===== config.mk =====
export PLATFORM = sky130hd
export DESIGN_NAME = periodic_task_scheduler
export DESIGN_NICKNAME = d
export VERILOG_FILES = /design/src/rtl/pts_pkg.sv /design/src/rtl/pts_front.sv /design/src/rtl/pts_fifo.sv /design/src/rtl/pts_back.sv /design/src/rtl/periodic_task_scheduler.sv
export VERILOG_INCLUDE_DIRS = /design/src /design/src/rtl
export SDC_FILE = /design/constraint.sdc
export NUM_CORES = 1
export LEC_CHECK = 0
export BUFFER_PORTS_ARGS = -buffer_cell sky130_fd_sc_hd__buf_2
export CAP_MARGIN = 20
export CORE_UTILIZATION = 60
export CTS_CLUSTER_DIAMETER = 150
export DETAILED_ROUTE_END_ITERATION = 12
export PLACE_DENSITY = 0.81
export SETUP_SLACK_MARGIN = 0.3
export SYNTH_ARGS = -nofsm -noshare
export SYNTH_HDL_FRONTEND = slang
export SYNTH_SLANG_ARGS = --single-unit

===== constraint.sdc =====
create_clock -name clk_i -period 5.8 [get_ports clk_i]
set_input_delay 0.29 -clock clk_i [delete_from_list [all_inputs] [get_ports clk_i]]
set_output_delay 0.29 -clock clk_i [all_outputs]
set_load 0.01 [all_outputs]

===== src/rtl/periodic_task_scheduler_assert.svh =====
// Assertion macros for the periodic task scheduler.
`ifndef PERIODIC_TASK_SCHEDULER_ASSERT_SVH
`define PERIODIC_TASK_SCHEDULER_ASSERT_SVH

// Consequent must hold in the same cycle as the antecedent.
`define PTS_ASSERT_NOW(name, ante, cons, msg) \
  name: assert property (@(posedge clk_i) disable iff (!rst_ni) (ante) |-> (cons)) \
    else $error(msg);

// Consequent must hold in the cycle after the antecedent.
`define PTS_ASSERT_NEXT(name, ante, cons, msg) \
  name: assert property (@(posedge clk_i) disable iff (!rst_ni) (ante) |=> (cons)) \
    else $error(msg);

`endif


===== src/rtl/pts_pkg.sv =====
// Shared types and codes of the periodic task scheduler.
package pts_pkg;

  localparam logic [2:0] CmdRegister = 3'd0;
  localparam logic [2:0] CmdCancel   = 3'd1;
  localparam logic [2:0] CmdTick     = 3'd2;
  localparam logic [2:0] CmdCheck    = 3'd3;
  localparam logic [2:0] CmdDispatch = 3'd4;

  localparam logic [1:0] KindStatus = 2'd0;
  localparam logic [1:0] KindSlot   = 2'd1;
  localparam logic [1:0] KindNone   = 2'd2;

  typedef enum logic [2:0] {
    OpRegister,
    OpCancel,
    OpTick,
    OpCheck,
    OpDispatch,
    OpUnknown
  } op_e;

  typedef struct packed {
    op_e        op;
    logic       index_ok;
    logic [2:0] task_index;
    logic [7:0] period;
    logic       handler_valid;
  } cmd_t;

endpackage


===== src/rtl/pts_front.sv =====
// Front end: input handshake and command classification.
module pts_front import pts_pkg::*; #(
  parameter int TASK_SLOTS = 8
) (
  input  logic       in_valid_i,
  output logic       in_ready_o,
  input  logic [2:0] command_i,
  input  logic [2:0] task_index_i,
  input  logic [7:0] period_i,
  input  logic       handler_valid_i,
  input  logic       full_i,
  output logic       push_o,
  output cmd_t       cmd_o
);

  localparam logic [6:0] SlotLimit = 7'(TASK_SLOTS);

  assign in_ready_o = !full_i;
  assign push_o     = in_valid_i && !full_i;

  always_comb begin
    cmd_o.index_ok      = {4'b0000, task_index_i} < SlotLimit;
    cmd_o.task_index    = task_index_i;
    cmd_o.period        = period_i;
    cmd_o.handler_valid = handler_valid_i;
    unique case (command_i)
      CmdRegister: cmd_o.op = OpRegister;
      CmdCancel:   cmd_o.op = OpCancel;
      CmdTick:     cmd_o.op = OpTick;
      CmdCheck:    cmd_o.op = OpCheck;
      CmdDispatch: cmd_o.op = OpDispatch;
      default:     cmd_o.op = OpUnknown;
    endcase
  end

endmodule


===== src/rtl/pts_fifo.sv =====
// Two-entry command queue between the front end and the back end.
module pts_fifo import pts_pkg::*; (
  input  logic clk_i,
  input  logic rst_ni,
  input  logic push_i,
  input  cmd_t data_i,
  input  logic pop_i,
  output cmd_t data_o,
  output logic full_o,
  output logic empty_o
);

  logic [1:0] cnt_q, cnt_d;
  logic       wr_q, rd_q;
  cmd_t       mem_q [2];

  assign full_o  = cnt_q == 2'd2;
  assign empty_o = cnt_q == 2'd0;
  assign data_o  = mem_q[rd_q];
  assign cnt_d   = cnt_q + {1'b0, push_i} - {1'b0, pop_i};

  always_ff @(posedge clk_i or negedge rst_ni) begin
    if (!rst_ni) begin
      cnt_q <= '0;
      wr_q  <= 1'b0;
      rd_q  <= 1'b0;
    end else begin
      cnt_q <= cnt_d;
      if (push_i) begin
        wr_q <= !wr_q;
      end
      if (pop_i) begin
        rd_q <= !rd_q;
      end
    end
  end

  always_ff @(posedge clk_i) begin
    if (push_i) begin
      mem_q[wr_q] <= data_i;
    end
  end

endmodule


===== src/rtl/pts_back.sv =====
// Back end: task table, command execution and result register.
module pts_back import pts_pkg::*; #(
  parameter int TASK_SLOTS = 8
) (
  input  logic       clk_i,
  input  logic       rst_ni,
  input  logic       empty_i,
  input  cmd_t       cmd_i,
  output logic       pop_o,
  output logic       out_valid_o,
  input  logic       out_ready_i,
  output logic [1:0] result_kind_o,
  output logic       success_o,
  output logic [2:0] slot_out_o,
  output logic       last_o
);

  // Only slots 0 to 7 can be addressed, so no more are built.
  localparam int NumSlots = (TASK_SLOTS < 8) ? TASK_SLOTS : 8;
  localparam int CntW = $clog2(NumSlots + 1);
  localparam logic [6:0] SlotLimit = 7'(TASK_SLOTS);

  typedef enum logic {
    StIdle,
    StRun
  } state_e;

  state_e              state_q, state_d;
  cmd_t                cur_q, cur_d;
  logic [NumSlots-1:0] reg_q, reg_d;
  logic [NumSlots-1:0] rdy_q, rdy_d;
  logic [7:0]          period_q [NumSlots];
  logic [7:0]          period_d [NumSlots];
  logic [7:0]          elapsed_q [NumSlots];
  logic [7:0]          elapsed_d [NumSlots];
  logic [CntW-1:0]     count_q, count_d;
  logic                out_valid_q, out_valid_d;
  logic [1:0]          kind_q, kind_d;
  logic                success_q, success_d;
  logic [2:0]          slot_q, slot_d;
  logic                last_q, last_d;

  logic [NumSlots-1:0] sel;
  logic [NumSlots-1:0] pend;
  logic [NumSlots-1:0] lowest;
  logic [NumSlots-1:0] rest;
  logic [2:0]          lowest_idx;
  logic                hit_reg;
  logic                can_emit;

  always_comb begin
    lowest_idx = 3'd0;
    for (int i = 0; i < NumSlots; i++) begin
      sel[i] = cur_q.task_index == 3'(i);
    end
    hit_reg = |(reg_q & sel);
    pend    = reg_q & rdy_q;
    lowest  = pend & (~pend + NumSlots'(1));
    rest    = pend & ~lowest;
    for (int i = 0; i < NumSlots; i++) begin
      if (lowest[i]) begin
        lowest_idx = lowest_idx | 3'(i);
      end
    end
  end

  assign can_emit = !out_valid_q || out_ready_i;

  always_comb begin
    state_d     = state_q;
    cur_d       = cur_q;
    reg_d       = reg_q;
    rdy_d       = rdy_q;
    period_d    = period_q;
    elapsed_d   = elapsed_q;
    count_d     = count_q;
    out_valid_d = out_valid_q && !out_ready_i;
    kind_d      = kind_q;
    success_d   = success_q;
    slot_d      = slot_q;
    last_d      = last_q;
    pop_o       = 1'b0;

    unique case (state_q)
      StIdle: begin
        if (!empty_i) begin
          pop_o   = 1'b1;
          cur_d   = cmd_i;
          state_d = StRun;
        end
      end
      StRun: begin
        if (can_emit) begin
          out_valid_d = 1'b1;
          kind_d      = KindStatus;
          success_d   = 1'b0;
          slot_d      = 3'd0;
          last_d      = 1'b1;
          state_d     = StIdle;
          unique case (cur_q.op)
            OpRegister: begin
              if (cur_q.index_ok && cur_q.handler_valid && !hit_reg &&
                  (7'(count_q) < SlotLimit)) begin
                success_d = 1'b1;
                count_d   = count_q + CntW'(1);
                for (int i = 0; i < NumSlots; i++) begin
                  if (sel[i]) begin
                    reg_d[i]     = 1'b1;
                    rdy_d[i]     = 1'b0;
                    period_d[i]  = cur_q.period;
                    elapsed_d[i] = 8'd0;
                  end
                end
              end
            end
            OpCancel: begin
              if (cur_q.index_ok && hit_reg && (count_q != '0)) begin
                success_d = 1'b1;
                count_d   = count_q - CntW'(1);
                for (int i = 0; i < NumSlots; i++) begin
                  if (sel[i]) begin
                    reg_d[i]     = 1'b0;
                    rdy_d[i]     = 1'b0;
                    period_d[i]  = 8'd0;
                    elapsed_d[i] = 8'd0;
                  end
                end
              end
            end
            OpTick: begin
              success_d = 1'b1;
              for (int i = 0; i < NumSlots; i++) begin
                if (reg_q[i] && (elapsed_q[i] != 8'hFF)) begin
                  elapsed_d[i] = elapsed_q[i] + 8'd1;
                end
              end
            end
            OpCheck: begin
              success_d = 1'b1;
              for (int i = 0; i < NumSlots; i++) begin
                if (reg_q[i] && (elapsed_q[i] >= period_q[i])) begin
                  elapsed_d[i] = 8'd0;
                  rdy_d[i]     = 1'b1;
                end
              end
            end
            OpDispatch: begin
              if (pend == '0) begin
                kind_d = KindNone;
              end else begin
                kind_d    = KindSlot;
                success_d = 1'b1;
                slot_d    = lowest_idx;
                last_d    = rest == '0;
                rdy_d     = rdy_q & ~lowest;
                if (rest != '0) begin
                  state_d = StRun;
                end
              end
            end
            OpUnknown: begin
            end
            default: begin
            end
          endcase
        end
      end
      default: begin
        state_d = StIdle;
      end
    endcase
  end

  always_ff @(posedge clk_i or negedge rst_ni) begin
    if (!rst_ni) begin
      state_q     <= StIdle;
      cur_q       <= '0;
      reg_q       <= '0;
      rdy_q       <= '0;
      count_q     <= '0;
      out_valid_q <= 1'b0;
      kind_q      <= KindStatus;
      success_q   <= 1'b0;
      slot_q      <= 3'd0;
      last_q      <= 1'b0;
      for (int i = 0; i < NumSlots; i++) begin
        period_q[i]  <= 8'd0;
        elapsed_q[i] <= 8'd0;
      end
    end else begin
      state_q     <= state_d;
      cur_q       <= cur_d;
      reg_q       <= reg_d;
      rdy_q       <= rdy_d;
      count_q     <= count_d;
      out_valid_q <= out_valid_d;
      kind_q      <= kind_d;
      success_q   <= success_d;
      slot_q      <= slot_d;
      last_q      <= last_d;
      period_q    <= period_d;
      elapsed_q   <= elapsed_d;
    end
  end

  assign out_valid_o   = out_valid_q;
  assign result_kind_o = kind_q;
  assign success_o     = success_q;
  assign slot_out_o    = slot_q;
  assign last_o        = last_q;

endmodule


===== src/rtl/periodic_task_scheduler.sv =====
// Top level of the periodic task scheduler.
//
//   Channel  Direction  Handshake              Payload
//   in       input      in_valid_i/in_ready_o   command, task_index, period, handler_valid
//   out      output     out_valid_o/out_ready_i result_kind, success, slot_out, last
//
// A queued command is popped into the command register and executes in the run state.
// Results wait in the run state until the output can take them.
// A dispatch emits one result per ready slot, lowest first, or a single empty result.
// The two-entry queue keeps accepting transactions while a result waits, until full.
// Reset clears the whole task table at once; there is no clearing pass.
`include "periodic_task_scheduler_assert.svh"

module periodic_task_scheduler import pts_pkg::*; #(
  parameter int TASK_SLOTS = 8
) (
  input  logic       clk_i,
  input  logic       rst_ni,
  input  logic       in_valid_i,
  output logic       in_ready_o,
  input  logic [2:0] command_i,
  input  logic [2:0] task_index_i,
  input  logic [7:0] period_i,
  input  logic       handler_valid_i,
  output logic       out_valid_o,
  input  logic       out_ready_i,
  output logic [1:0] result_kind_o,
  output logic       success_o,
  output logic [2:0] slot_out_o,
  output logic       last_o
);

  cmd_t front_cmd;
  cmd_t queue_cmd;
  logic push;
  logic pop;
  logic full;
  logic empty;

  pts_front #(
    .TASK_SLOTS(TASK_SLOTS)
  ) u_front (
    .in_valid_i     (in_valid_i),
    .in_ready_o     (in_ready_o),
    .command_i      (command_i),
    .task_index_i   (task_index_i),
    .period_i       (period_i),
    .handler_valid_i(handler_valid_i),
    .full_i         (full),
    .push_o         (push),
    .cmd_o          (front_cmd)
  );

  pts_fifo u_fifo (
    .clk_i  (clk_i),
    .rst_ni (rst_ni),
    .push_i (push),
    .data_i (front_cmd),
    .pop_i  (pop),
    .data_o (queue_cmd),
    .full_o (full),
    .empty_o(empty)
  );

  pts_back #(
    .TASK_SLOTS(TASK_SLOTS)
  ) u_back (
    .clk_i        (clk_i),
    .rst_ni       (rst_ni),
    .empty_i      (empty),
    .cmd_i        (queue_cmd),
    .pop_o        (pop),
    .out_valid_o  (out_valid_o),
    .out_ready_i  (out_ready_i),
    .result_kind_o(result_kind_o),
    .success_o    (success_o),
    .slot_out_o   (slot_out_o),
    .last_o       (last_o)
  );

  `PTS_ASSERT_NOW(a_status_shape, out_valid_o && (result_kind_o == KindStatus), (slot_out_o == 3'd0) && last_o, "status result with slot or not last")
  `PTS_ASSERT_NOW(a_none_shape, out_valid_o && (result_kind_o == KindNone), last_o && !success_o && (slot_out_o == 3'd0), "malformed empty dispatch result")
  `PTS_ASSERT_NEXT(a_dispatch_order, out_valid_o && out_ready_i && (result_kind_o == KindSlot) && !last_o, out_valid_o && (result_kind_o == KindSlot) && (slot_out_o > $past(slot_out_o)), "dispatch burst broken or out of order")

endmodule

## Word-level counts from Yosys, hierarchy flattened

Memory sizes are Yosys's and may differ from the RTL's. A register that Yosys moved wholly into a read port is not among the register bits.
Cells that the tools add are included.

- Register bits after elaboration: 162
- Bits in latches: 0
- RAM bits: 30
- Bits in read-only memories: 0
- Input bits: 19
- Output and inout bits: 9
- Memories kept: 1

Memories:

| memory | depth | bits a word | rd ports | clocked after Yosys merged registers in | wr ports | RTL line | text |
|---|---|---|---|---|---|---|---|
| u_fifo.mem_q | 2 | 15 | 1 | 1 | 1 | pts_fifo.sv:15 | `cmd_t mem_q [2];` |

- $add $sub $neg: 13
- $mul: 0
- Divide/modulo/power cells: 0
- Magnitude comparators: 9
- Equal/unequal tests: 59
- Shifts and indexed selects: 0
- Multiplexer cells: 117
- Bitwise logic cells: 9
- Reduce and logical (&&, ||, !) cells: 71

Operators with widths:

| cell | number |
|---|---|
| two-way mux 8 bit | 45 |
| two-way mux 64 bit | 4 |
| one-hot mux 64 bit (4 select lines) | 1 |
| AND reduction 7 bit | 24 |
| one-hot mux 64 bit (2 select lines) | 1 |
| adder 8 x 1 -> 8 bit, second input constant | 9 |
| != test 2 x 1 -> 1 bit, second input constant | 34 |
| greater-or-equal comparator 8 bit | 8 |
| != test 8 bit, second input constant | 8 |
| two-way mux 1 bit | 48 |
| AND 8 bit | 5 |
| one-hot mux 8 bit (4 select lines) | 1 |
| logical AND 1 bit | 23 |
| equality test 3 x 2 -> 1 bit, second input constant | 6 |
| equality test 3 bit, second input constant | 6 |
| two-way mux 3 bit | 6 |
| logical NOT 8 bit | 2 |
| inverter 8 bit | 2 |
| one-hot mux 8 bit (2 select lines) | 1 |
| one-hot mux 3 bit (5 select lines) | 1 |
| nonzero test 4 bit | 3 |
| equality test 3 x 1 -> 1 bit, second input constant | 3 |
| logical NOT 3 bit | 3 |
| two-way mux 2 bit | 4 |
| 21 further kinds | 30 |

## Logic depth before layout (Yosys ltp)

Gate-level depths: netlist of the first run.

- Word-level depth: 13
- Gate-level depth with buffers: 12
- Gate-level depth less buffers: 9

## Hierarchy

Synthesis of the first run repeated with hierarchy kept, for this count alone.

- Cells, all modules: 1120
- Area, all modules: 11576.1 µm²

Modules (own cells, without submodules):

| module | times used | cells an instance | area an instance (µm²) | seq. area each (µm²) |
|---|---|---|---|---|
| pts_back | 1 | 1036 | 10044.6 | 4329.2 |
| pts_fifo | 1 | 65 | 1402.6 | 1061.0 |
| pts_front | 1 | 19 | 128.9 | 0.0 |

## Worst setup path after synthesis of the first run

Ideal clock, no wire load.

- Path type: flip-flop to flip-flop
- From: register u_back.cur_q[9] in the netlist's numbering
- To: register u_back.period_q[32] in the netlist's numbering
- Setup time: 128 ps
- Arrival time: 2242 ps
- Required time: 5672 ps
- Path slack: 3430 ps
- Cell stages (with the launch flop): 9
- Clock period less this slack: 2370 ps
- Cells stage by stage: dfrtp_1 -> buf_6 -> mux4_2 -> mux2i_4 -> mux2_4 -> nand3_4 -> buf_8 -> nor2_8 -> mux2_1

- Longest elaborated chain between the ends: 8
- Elaborated cells on any way between the ends: 20
- Those cells by class: eq/ne: 11; bitwise: 1; reduce/logical: 8

RTL lines:

| item | RTL line | text |
|---|---|---|
| start, declared | pts_back.sv:29 | `cmd_t cur_q, cur_d;` |
| start signal, assigned | pts_back.sv:192 | `cur_q <= cur_d;` |
| equality test 3 x 1 -> 1 bit (tied with other cells) | pts_back.sv:54 | `sel[i] = cur_q.task_index == 3'(i);` |
| AND 8 bit | pts_back.sv:56 | `hit_reg = \|(reg_q & sel);` |
| OR reduction 8 bit | pts_back.sv:56 |  |
| logical NOT 1 bit | pts_back.sv:102 | `if (cur_q.index_ok && cur_q.handler_valid && !hit_reg &&` |
| logical AND 1 bit (2 in a row) | pts_back.sv:102 |  |
| != test 2 x 1 -> 1 bit (no line) | -- |  |
| AND reduction 7 bit (no line) * | -- |  |
| end signal, assigned | pts_back.sv:201 | `period_q <= period_d;` |
| end, declared | pts_back.sv:32 | `logic [7:0] period_q [NumSlots];` |

Mark *: on every way between the ends. The rest lies on a longest branch, timed or not.
A chain may end at the register's enable or synchronous reset.

## Worst setup path in the final report of the first run

- From: register u_back.cur_q[14] in the netlist's numbering
- To: register u_back.period_q[56] in the netlist's numbering

- Longest elaborated chain between the ends: 3
- Elaborated cells on any way between the ends: 9
- Those cells by class: eq/ne: 5; mux: 1; reduce/logical: 3

RTL lines:

| item | RTL line | text |
|---|---|---|
| equality test 3 x 1 -> 1 bit / logical NOT 3 bit (equally long branches) | pts_back.sv:100 | `unique case (cur_q.op)` |
| != test 2 x 1 -> 1 bit (no line) / nonzero test 2 bit (equally long branches) | -- |  |
| AND reduction 7 bit (no line) | -- |  |

Parallel ways exist; a longest one is shown, timed or not.

==> out/qor.yml, run 1 <==
run_status:
  outcome: "finished, violations left"
  violations: "DRC"
yosys:
  yosys.area.top_type: "dfrtp_1"
  netlist_area_mm2: 0.0112
  synth_compound_area_share_pct: 17.9
  ys_types: 77
  synth_warnings: 0
  synth_edf_count: 30
  synth_top_family_by_area: "compound AO/OA/AOI/OAI gates"
  yosys_register_bits: 207
  synth_xor_area_share_pct: 0.628
  synthSimpleGateAreaFrac_pct: 16.4
  synthesis.nets: 1254
  ys_seq_area_share_pct: 47.7
  synth_top_cell_area_share_pct: 39.7
  netlist_top_cells_area: "dfrtp_1 (40%), ha_1 (8.5%), edfxtp_1 (8.1%)"
  synthArstFlopShare_pct: 85.5
  avgSynthCellArea_um2: 9.64
  synth_mux_area_share_pct: 3.08
  synth-adder-area-share_pct: 8.79
  netlist_instances: 1158
  ys.flop_type: "dfrtp_1"
floorplan:
  rows: 49
  die_width_um: 138
  dieArea_mm2: 0.0192
  initial_core_util_pct: 61.7
  pin_count: 28
  die_h_um: 138
  core_mm2: 0.0181
critical_path:
  r2r_slack_ps: 2130
  end_kind: "flop"
  worstPathRequired_ps: 6190
  crit_path_max_fanout: 18
  crit_path_start: "u_back.cur_q[14]"
  rr_startpoint: "u_back.cur_q[14]"
  crit_arrival_ps: 4060
  crit_type: "reg -> reg"
  r2r-end: "u_back.period_q[56]"
  cp-start-kind: "flop"
  r2r_cells: 8
  crit_end: "u_back.period_q[56]"
cells_and_area:
  antenna_cells: 0
  instances_no_fill: 1425
  areaGrowthSynthToFinish_pct: 9.92
  final_util_pct: 67.9
  drive_above_1_share_pct: 8.44
  final_nets: 1276
detailed_routing:
  via_per_inst: 6.16
  drc: 2
  vias: 8773
  first_iter_violations: 723
  drtAntennaViolNets: 0
  routed_wirelength_um: 25600
  drt-wirelength-per-cell_um: 18.0
  dr.pass1.iters: 10
clock_tree:
  clkSinkCount: 207
  post_cts_buffers: 0
  cts_root_buffer: "clkbuf_16"
  worstSkewPairLatency_ps: 500
  hold_buffers: 13
  numCtsBuffers: 23
  cts.clk_slew.worst_paths_ps: 60
  htreeDepth: 1
  cts_max_path_buffers: 3
  cts_tree: "done"
  cts_resized: 0
grt:
  grt_overflow: 0
  grt_pass1_wl_um: 42300
  grt_pass1_vias: 8429
  antenna_found_initial: 0
  grt_usage_pct: 27.5
  grt_start_max_net_pins: 114
pwr:
  leakage_nw: 5.77
  switchingPower_mw: 2.27
  vdd_ir_drop_max_v: 0.000408
  power_frac_seq_pct: 39.3
  p_clk_share_pct: 24.4
  p_int_mw: 3.50
  p_per_area_mw_per_mm2: 470
  power_frac_comb_pct: 36.3
  switching_share_pct: 39.3
place:
  port_buffers: 27
  dpl.hpwl_um: 17200
  dpl.cell_count: 1369
  gp_congestion: 0.981
timing:
  final.setup.tns_ps: 0
  slew_headroom_pct: 23.5
  setup_viol: 0
  worst_pin_slew_ps: 1150
  hold_violations: 0
  rsz0062_at_grt: "no"
  period_needed_ps: 3670
  fin_crit_sh_pct: 63.3
  max_freq_mhz: 273
  slew_viol_final: 0
  clock_skew_ps: 6.61
worst_hold_path:
  hold_path_class: "in -> reg"
job:
  drv_cap: 0
==> worst max-delay path, cell delays in order, from the launching register on <==
cell and delay, ps:
dfrtp_1 700, nor2_4 110, nand2_1 210, inv_2 210
nor3_1 450, mux2_4 260, nand3_4 320, nor2b_1 870
mux2_2 420
==> power groups by stage <==
stage               clock [mW]  sequential (mW)  combinational [mW]
CTS                       1.43             2.26                2.06
global placement             0             2.26                1.94
floorplan                    0             2.11                1.57
finish                    1.41             2.27                2.09
detailed placement           0             2.28                2.03
global route              1.49             2.32                2.32
==> worst min-delay path by stage <==
stage,startpoint,cells past startpoint,slack (ps),end
finish,command_i[2],1,20,u_fifo.mem_q[0][14]
global route,command_i[2],1,30,u_fifo.mem_q[1][14]
CTS,command_i[2],1,8,u_fifo.mem_q[0][14]
detailed placement,u_back.result_kind_o[0],2,470,u_back.result_kind_o[0]
global placement,u_back.cur_q[2],2,460,u_back.cur_q[2]
floorplan,rst_ni,0,-6,u_back.count_q[0]
==> cells by family after synthesis <==
group           Yosys count
compound gates          330
mux                      29
buf+inv                 140
simple gates            366
flops                   207
xor+xnor                  8
fa+ha+maj                78
==> cell usage in the layout, fill, tap and decap left out, types with 26 or more instances in the layout <==
cell | synthesis | layout
inv_1 | 86 | 86
a21oi_1 | 40 | 40
dfrtp_1 | 177 | 177
ha_1 | 76 | 76
nand2_1 | 147 | 147
and3_1 | 28 | 28
nand3_1 | 40 | 40
buf_2 | 13 | 26
nor2_1 | 57 | 56
o21ai_1 | 35 | 35
edfxtp_1 | 30 | 30
o21ai_0 | 133 | 133
==> layout make-up <==
| cell class | instances | area (um^2) |
|---|---|---|
| tap | 229 | 287 |
| inverter | 87 | 327 |
| multi-input combinational | 811 | 5220 |
| sequential | 207 | 5330 |
| timing repair buffer | 50 | 374 |
| clock buffer | 33 | 663 |
| clock inverter | 8 | 68.8 |
| fill | 1363 | 5810 |
==> metrics by stage <==
step | setup WS, ps | hold WS (ps) | total power, mW | area, um^2
2_1_floorplan | 3430 | -5.59 | 3.68 | 11200
3_3_place_gp | 2550 | 456 | 4.20 | 11400
3_5_place_dp | 2270 | 474 | 4.31 | 11400
4_1_cts | 2250 | 8.23 | 5.74 | 12200
5_1_grt | 1880 | 33.3 | 6.12 | 12300
6_report | 2130 | 19.8 | 5.77 | 12300
==> metal layers <==
layer  routed length, um  global-route usage, %
met1               11100                   37.4
met2               12000                   45.0
met3                1690                   3.98
met4                 818                   9.93
met5                   0                      0
==> cells in the mapped netlist, types with 28 or more instances <==
master	instances
a21oi_1	40
and3_1	28
clkbuf_1	29
dfrtp_1	177
edfxtp_1	30
ha_1	76
inv_1	86
nand2_1	147
nand3_1	40
nor2_1	57
o21ai_0	133
o21ai_1	35
==> flip-flops by register name, indices dropped and copies added, names as in the netlist <==
signal,cells
u_back.reg_q,8
u_back.out_valid_o,1
u_back.period_q,64
u_back.slot_out_o,3
u_back.rdy_q,8
u_back.result_kind_o,2
u_back.state_q,1
u_fifo.rd_q,1
u_back.last_o,1
u_fifo.cnt_q,2
u_fifo.mem_q,30
u_back.cur_q,16
u_fifo.wr_q,1
u_back.success_o,1
u_back.count_q,4
u_back.elapsed_q,64
No activity file was read; power rests on OpenSTA's default activity.
==> inputs of run 2 (changes only) <==
- CORE_UTILIZATION: 60 -> 57
- clock period: 5.8 -> 3 ns (I/O delays scaled with it)
==> out/qor.yml, run 2 (synthesis results as in run 1) <==
grt:
  grt_pass1_vias: 8608  # +2.1%
  grt_overflow: 0  # unchanged
  antenna_found_initial: 0  # unchanged
  grt_start_max_net_pins: 69  # -39%
  grt_pass1_wl_um: 43900  # +3.8%
  grt_usage_pct: 27.8  # +0.30 points
critical_path:
  cp-start-kind: "flop"
  critPathMaxStageDelay_ps: 570  # -300 ps
  cpMostUsedCell: "o21ai_1"
  end_kind: "flop"
  r2r-end: "u_back.elapsed_q[42]"
  r2r_cells: 8  # unchanged
  crit_type: "reg -> reg"
  crit_path_max_fanout: 10  # -8
  rr_startpoint: "u_back.elapsed_q[40]"
  cp_cell_sequence: "ha_1 > and3_1 > nand3_1 > o21ai_0 > a22oi_1 > or3b_1 > o21ai_1 > o21ai_1"
  crit_arrival_ps: 2950  # -1110 ps
  worstPathRequired_ps: 3370  # -2820 ps
  r2r_slack_ps: 430  # -1710 ps
  crit_path_top_delay_cell: "or3b_1"
place:
  gp_congestion: 0.943  # -3.9%
  port_buffers: 27  # unchanged
  dpl.hpwl_um: 18300  # +6.9%
timing:
  worst_pin_slew_ps: 900  # -245 ps
  rsz0062_at_grt: "no"
  slew_headroom_pct: 40.0  # +16 points
  period_needed_ps: 2570  # -1090 ps
  whs_ps: 45.6  # +25.8 ps
  final.setup.tns_ps: 0  # unchanged
  clock_skew_ps: 23.1  # +16.5 ps
  fin_crit_sh_pct: 85.8  # +23 points
  hold_violations: 0  # unchanged
  max_freq_mhz: 388  # +43%
  setup_viol: 0  # unchanged
  slew_viol_final: 0  # unchanged
clock_tree:
  numCtsBuffers: 22  # -4.3%
  cts_max_path_buffers: 3  # unchanged
  cts.clk_slew.worst_paths_ps: 60  # about the same
  clkSinkCount: 207  # unchanged
  cts_tree: "done"
  htreeDepth: 1  # unchanged
  cts_root_buffer: "clkbuf_16"
  worstSkewPairLatency_ps: 520  # +20 ps
worst_hold_path:
  min_path_cells: 2  # +1
  min_from: "command_i[1]"
  min_to: "u_fifo.mem_q[1][13]"
  hold_path_class: "in -> reg"
detailed_routing:
  routed_wirelength_um: 27100  # +5.8%
  via_per_inst: 5.93  # -3.7%
  vias: 8869  # +1.1%
  drtAntennaViolNets: 0  # unchanged
  first_iter_violations: 698  # -3.5%
  drc: 0  # -2
  dr.pass1.iters: 5  # -5
  drt-wirelength-per-cell_um: 18.1  # +0.74%
floorplan:
  rows: 50  # +2.0%
  initial_core_util_pct: 58.9  # -2.8 points
  pin_count: 28  # unchanged
  die_width_um: 142  # +2.6%
  core_mm2: 0.0190  # +4.8%
  die_h_um: 142  # +2.6%
  dieArea_mm2: 0.0202  # +5.2%
cells_and_area:
  final_util_pct: 67.1  # -0.78 points
  final_nets: 1316  # +3.1%
  antenna_cells: 0  # unchanged
  fillers: 1429  # +4.8%
  drive_above_1_share_pct: 11.7  # +3.3 points
  layout_commonest_cell: "dfrtp_1"
  areaGrowthSynthToFinish_pct: 13.9
  layout_common_cells: "dfrtp_1 (175), nand2_1 (147), o21ai_0 (133)"
  reg_top3: "u_back.elapsed_q (64), u_back.period_q (64), u_fifo.mem_q (30)"
pwr:
  p_total_mw: 11.7  # +100%
  leakage_nw: 6.02  # +4.3%
  p_per_area_mw_per_mm2: 921  # +96%
  vdd_ir_drop_max_v: 0.000658  # +61%
job:
  drv_cap: 0  # unchanged
run_status:
  outcome: "completed"
[run 2: where the power goes]
group / switching [mW] / internal (mW) / total [mW]
Combinational: 2.72 / 1.70 / 4.42
Sequential: 0.665 / 3.68 / 4.35
Clock: 1.12 / 1.82 / 2.94
Total: 4.50 / 7.21 / 11.7
[run 2: stage by stage]
stage          setup WS [ps]  instance area [um^2]  std cells
6_report                 426                 12700       1496
5_1_grt                  301                 12700       1496
4_1_cts                  394                 12700       1494
3_5_place_dp             250                 11600       1425
3_3_place_gp             310                 11600       1425
2_1_floorplan            630                 11200       1158
[run 2: worst max path at each step]
stage	startpoint	end	slack, ps
final	u_back.elapsed_q[40]	u_back.elapsed_q[42]	430
after global routing	u_back.elapsed_q[40]	u_back.elapsed_q[42]	300
after detailed placement	u_back.cur_q[9]	u_back.period_q[0]	250
after CTS	u_back.cur_q[9]	u_back.elapsed_q[58]	390
after floorplan	u_back.cur_q[9]	u_back.period_q[32]	630
after global placement	u_back.cur_q[9]	u_back.period_q[40]	310
[run 2: what timing repair did]
action                                  4_1_cts  5_1_grt
hold endpoints to repair                     96        0
hold buffers                                 17        0
pin swaps                                     5        0
endpoints found under the setup margin        9       30
gates resized for setup                       0        5
setup buffers                                12        1
[run 2: worst max-delay path, delay by kind of cell, from the launching register on]
family                     cells  cell delay (ps)
AOI/OAI and AO/OA              4              870
DFF                            1              420
adders and majority gates      1              240
and+or+nand+nor                3              910
[run 2: final cells by class]
class,count,area (um^2),share of cell area [%]
Timing Repair Buffer,91,709,5.58
Inverter,87,327,2.57
Multi-Input combinational cell,811,5230,41.1
Clock buffer,32,638,5.02
Sequential cell,207,5330,41.9
Tap cell,260,325,2.56
Clock inverter,8,151,1.19
[run 2: layer usage]
metal	track usage [%]	vias to the layer above	wire (um)
met4	8.55	0	777
met5	0	-	0
met3	3.77	58	1680
li1	-	4225	-
met2	46.9	295	13100
met1	37.4	4291	11500
==> inputs of run 3 (changes only) <==
- CAP_MARGIN: 20 -> 10
- CELL_PAD_IN_SITES_DETAIL_PLACEMENT: not set -> 0
- CELL_PAD_IN_SITES_GLOBAL_PLACEMENT: not set -> 1
- CORE_UTILIZATION: 57 -> 45
==> out/qor.yml, run 3 (synthesis results as in run 1) <==
pwr:
  p_total_mw: 11.8  # +0.70%
  p_clk_share_pct: 26.4  # +1.3 points
  p_int_mw: 7.29  # +1.2%
  switchingPower_mw: 4.50  # about the same
  power_frac_seq_pct: 36.1  # -1.0 points
  vdd_ir_drop_max_v: 0.000759  # +15%
  power_frac_comb_pct: 37.6  # about the same
  p_per_area_mw_per_mm2: 919  # -0.23%
  switching_share_pct: 38.2  # -0.28 points
  leakage_nw: 6.02  # about the same
critical_path:
  crit_type: "reg -> reg"
  crit_path_start: "u_back.cur_q[9]"
  crit_path_max_fanout: 17  # +7
  end_kind: "flop"
  crit_cells: 7  # -1
  crit_end: "u_back.period_q[16]"
  path_buf_inv: 1  # +1
  cp-start-kind: "flop"
  r2r_cells: 7  # -1
  worstPathRequired_ps: 3400  # +30 ps
  crit_path_top_delay_cell: "mux4_2"
  cp_cell_sequence: "mux4_2 > mux2i_4 > mux2_4 > nand3_4 > buf_12 > nor2_8 > mux2_1"
  crit_family: "multiplexers"
  crit_arrival_ps: 2970  # +20 ps
  r2r_slack_ps: 430  # about the same
  rr_startpoint: "u_back.cur_q[9]"
  critPathMaxStageDelay_ps: 550  # -20 ps
  r2r-end: "u_back.period_q[16]"
cells_and_area:
  final_nets: 1317  # +0.076%
  areaGrowthSynthToFinish_pct: 14.9
  layout_commonest_cell: "dfrtp_1"
  final_util_pct: 52.8  # -14 points
  drive_above_1_share_pct: 11.9  # +0.13 points
  instances_no_fill: 1563  # +4.5%
  antenna_cells: 0  # unchanged
  layout_common_cells: "dfrtp_1 (176), nand2_1 (147), o21ai_0 (133)"
  reg_top3: "u_back.elapsed_q (64), u_back.period_q (64), u_fifo.mem_q (30)"
floorplan:
  die_width_um: 160  # +12%
  core_mm2: 0.0243  # +28%
  dieArea_mm2: 0.0254  # +26%
  initial_core_util_pct: 45.9  # -13 points
  die_h_um: 160  # +12%
  pin_count: 28  # unchanged
  rows: 57  # +14%
place:
  gp_congestion: 0.902  # -4.3%
  dpl.hpwl_um: 18200  # -0.61%
  port_buffers: 27  # unchanged
  dpl.cell_count: 1498  # +5.1%
detailed_routing:
  drtAntennaViolNets: 0  # unchanged
  drc: 0  # unchanged
  via_per_inst: 5.49  # -7.4%
  drt-wirelength-per-cell_um: 17.1  # -5.5%
  dr.pass1.iters: 5  # unchanged
  routed_wirelength_um: 26700  # -1.3%
  vias: 8578  # -3.3%
  first_iter_violations: 527  # -24%
timing:
  fin_crit_sh_pct: 85.7  # about the same
  slew_headroom_pct: 24.2  # -16 points
  final.setup.tns_ps: 0  # unchanged
  worst_pin_slew_ps: 1140  # +236 ps
  setup_viol: 0  # unchanged
  whs_ps: 218  # +172 ps
  clock_skew_ps: 18.1  # -5.05 ps
  period_needed_ps: 2570  # -2.25 ps
  slew_viol_final: 0  # unchanged
  hold_violations: 0  # unchanged
  rsz0062_at_grt: "no"
  max_freq_mhz: 389  # about the same
clock_tree:
  htreeDepth: 1  # unchanged
  cts_tree: "done"
  cts.clk_slew.worst_paths_ps: 60  # about the same
  cts_max_path_buffers: 3  # unchanged
  numCtsBuffers: 24  # +9.1%
  cts_root_buffer: "clkbuf_16"
  worstSkewPairLatency_ps: 530  # about the same
  clkSinkCount: 207  # unchanged
grt:
  grt_overflow: 0  # unchanged
  grt_start_max_net_pins: 77  # +12%
  grt_usage_pct: 21.6  # -6.1 points
  grt_pass1_vias: 8401  # -2.4%
  antenna_found_initial: 0  # unchanged
  grt_pass1_wl_um: 44500  # +1.4%
worst_hold_path:
  hold_path_class: "in -> async"
run_status:
  outcome: "completed"
job:
  drv_cap: 0  # unchanged
-- run 3: layer usage --
layer,global-route usage [%],routed length [um],vias up
met5,0,0,-
met4,5.29,622,0
met3,2.34,973,41
met2,35.3,12400,175
met1,30.8,12700,4132
li1,-,-,4230
-- run 3: power by group through the flow --
stage	clock, mW	combinational (mW)	sequential [mW]
floorplan	0	3.04	4.08
global placement	0	4.26	4.27
detailed placement	0	4.35	4.29
CTS	3.16	4.42	4.25
global route	3.26	4.97	4.35
finish	3.11	4.43	4.25
-- run 3: worst register-to-register path, delay by kind of cell, from the launching register on --
kind	cells	cell delay (ps)
multiplexers	4	1420
buffers and inverters	1	200
flip-flops	1	430
AND/OR/NAND/NOR	2	390
-- run 3: metrics by stage --
step	worst slack [ps]	area [um^2]
after floorplan	630	11200
after global placement	272	11800
after detailed placement	206	11800
after CTS	349	12800
after global routing	309	12800
final	428	12800
-- run 3: final cells by class --
type | instances | area, um^2
fill | 2176 | 11500
clock buffer | 31 | 657
sequential | 207 | 5330
multi-input combinational | 811 | 5240
inverter | 87 | 327
tap | 324 | 405
clock inverter | 13 | 184
timing repair buffer | 90 | 689
-- run 3: what timing repair did --
| action | 4_1_cts | 5_1_grt |
|---|---|---|
| endpoints found under the hold margin | 106 | 0 |
| endpoints found under the setup margin | 2 | 28 |
| setup buffers | 2 | 0 |
| resized for setup | 0 | 6 |
| hold buffers | 19 | 0 |
-- run 3: worst min-delay path by stage --
| stage | startpoint | end | slack (ps) | cells past startpoint |
|---|---|---|---|---|
| 6_report | rst_ni | u_back.elapsed_q[23] | 220 | 2 |
| 5_1_grt | rst_ni | u_back.period_q[35] | 320 | 2 |
| 4_1_cts | rst_ni | u_back.elapsed_q[36] | 260 | 2 |
| 3_5_place_dp | rst_ni | u_back.period_q[20] | 230 | 1 |
| 3_3_place_gp | rst_ni | u_back.elapsed_q[19] | 230 | 1 |
| 2_1_floorplan | rst_ni | u_back.count_q[0] | -150 | 0 |
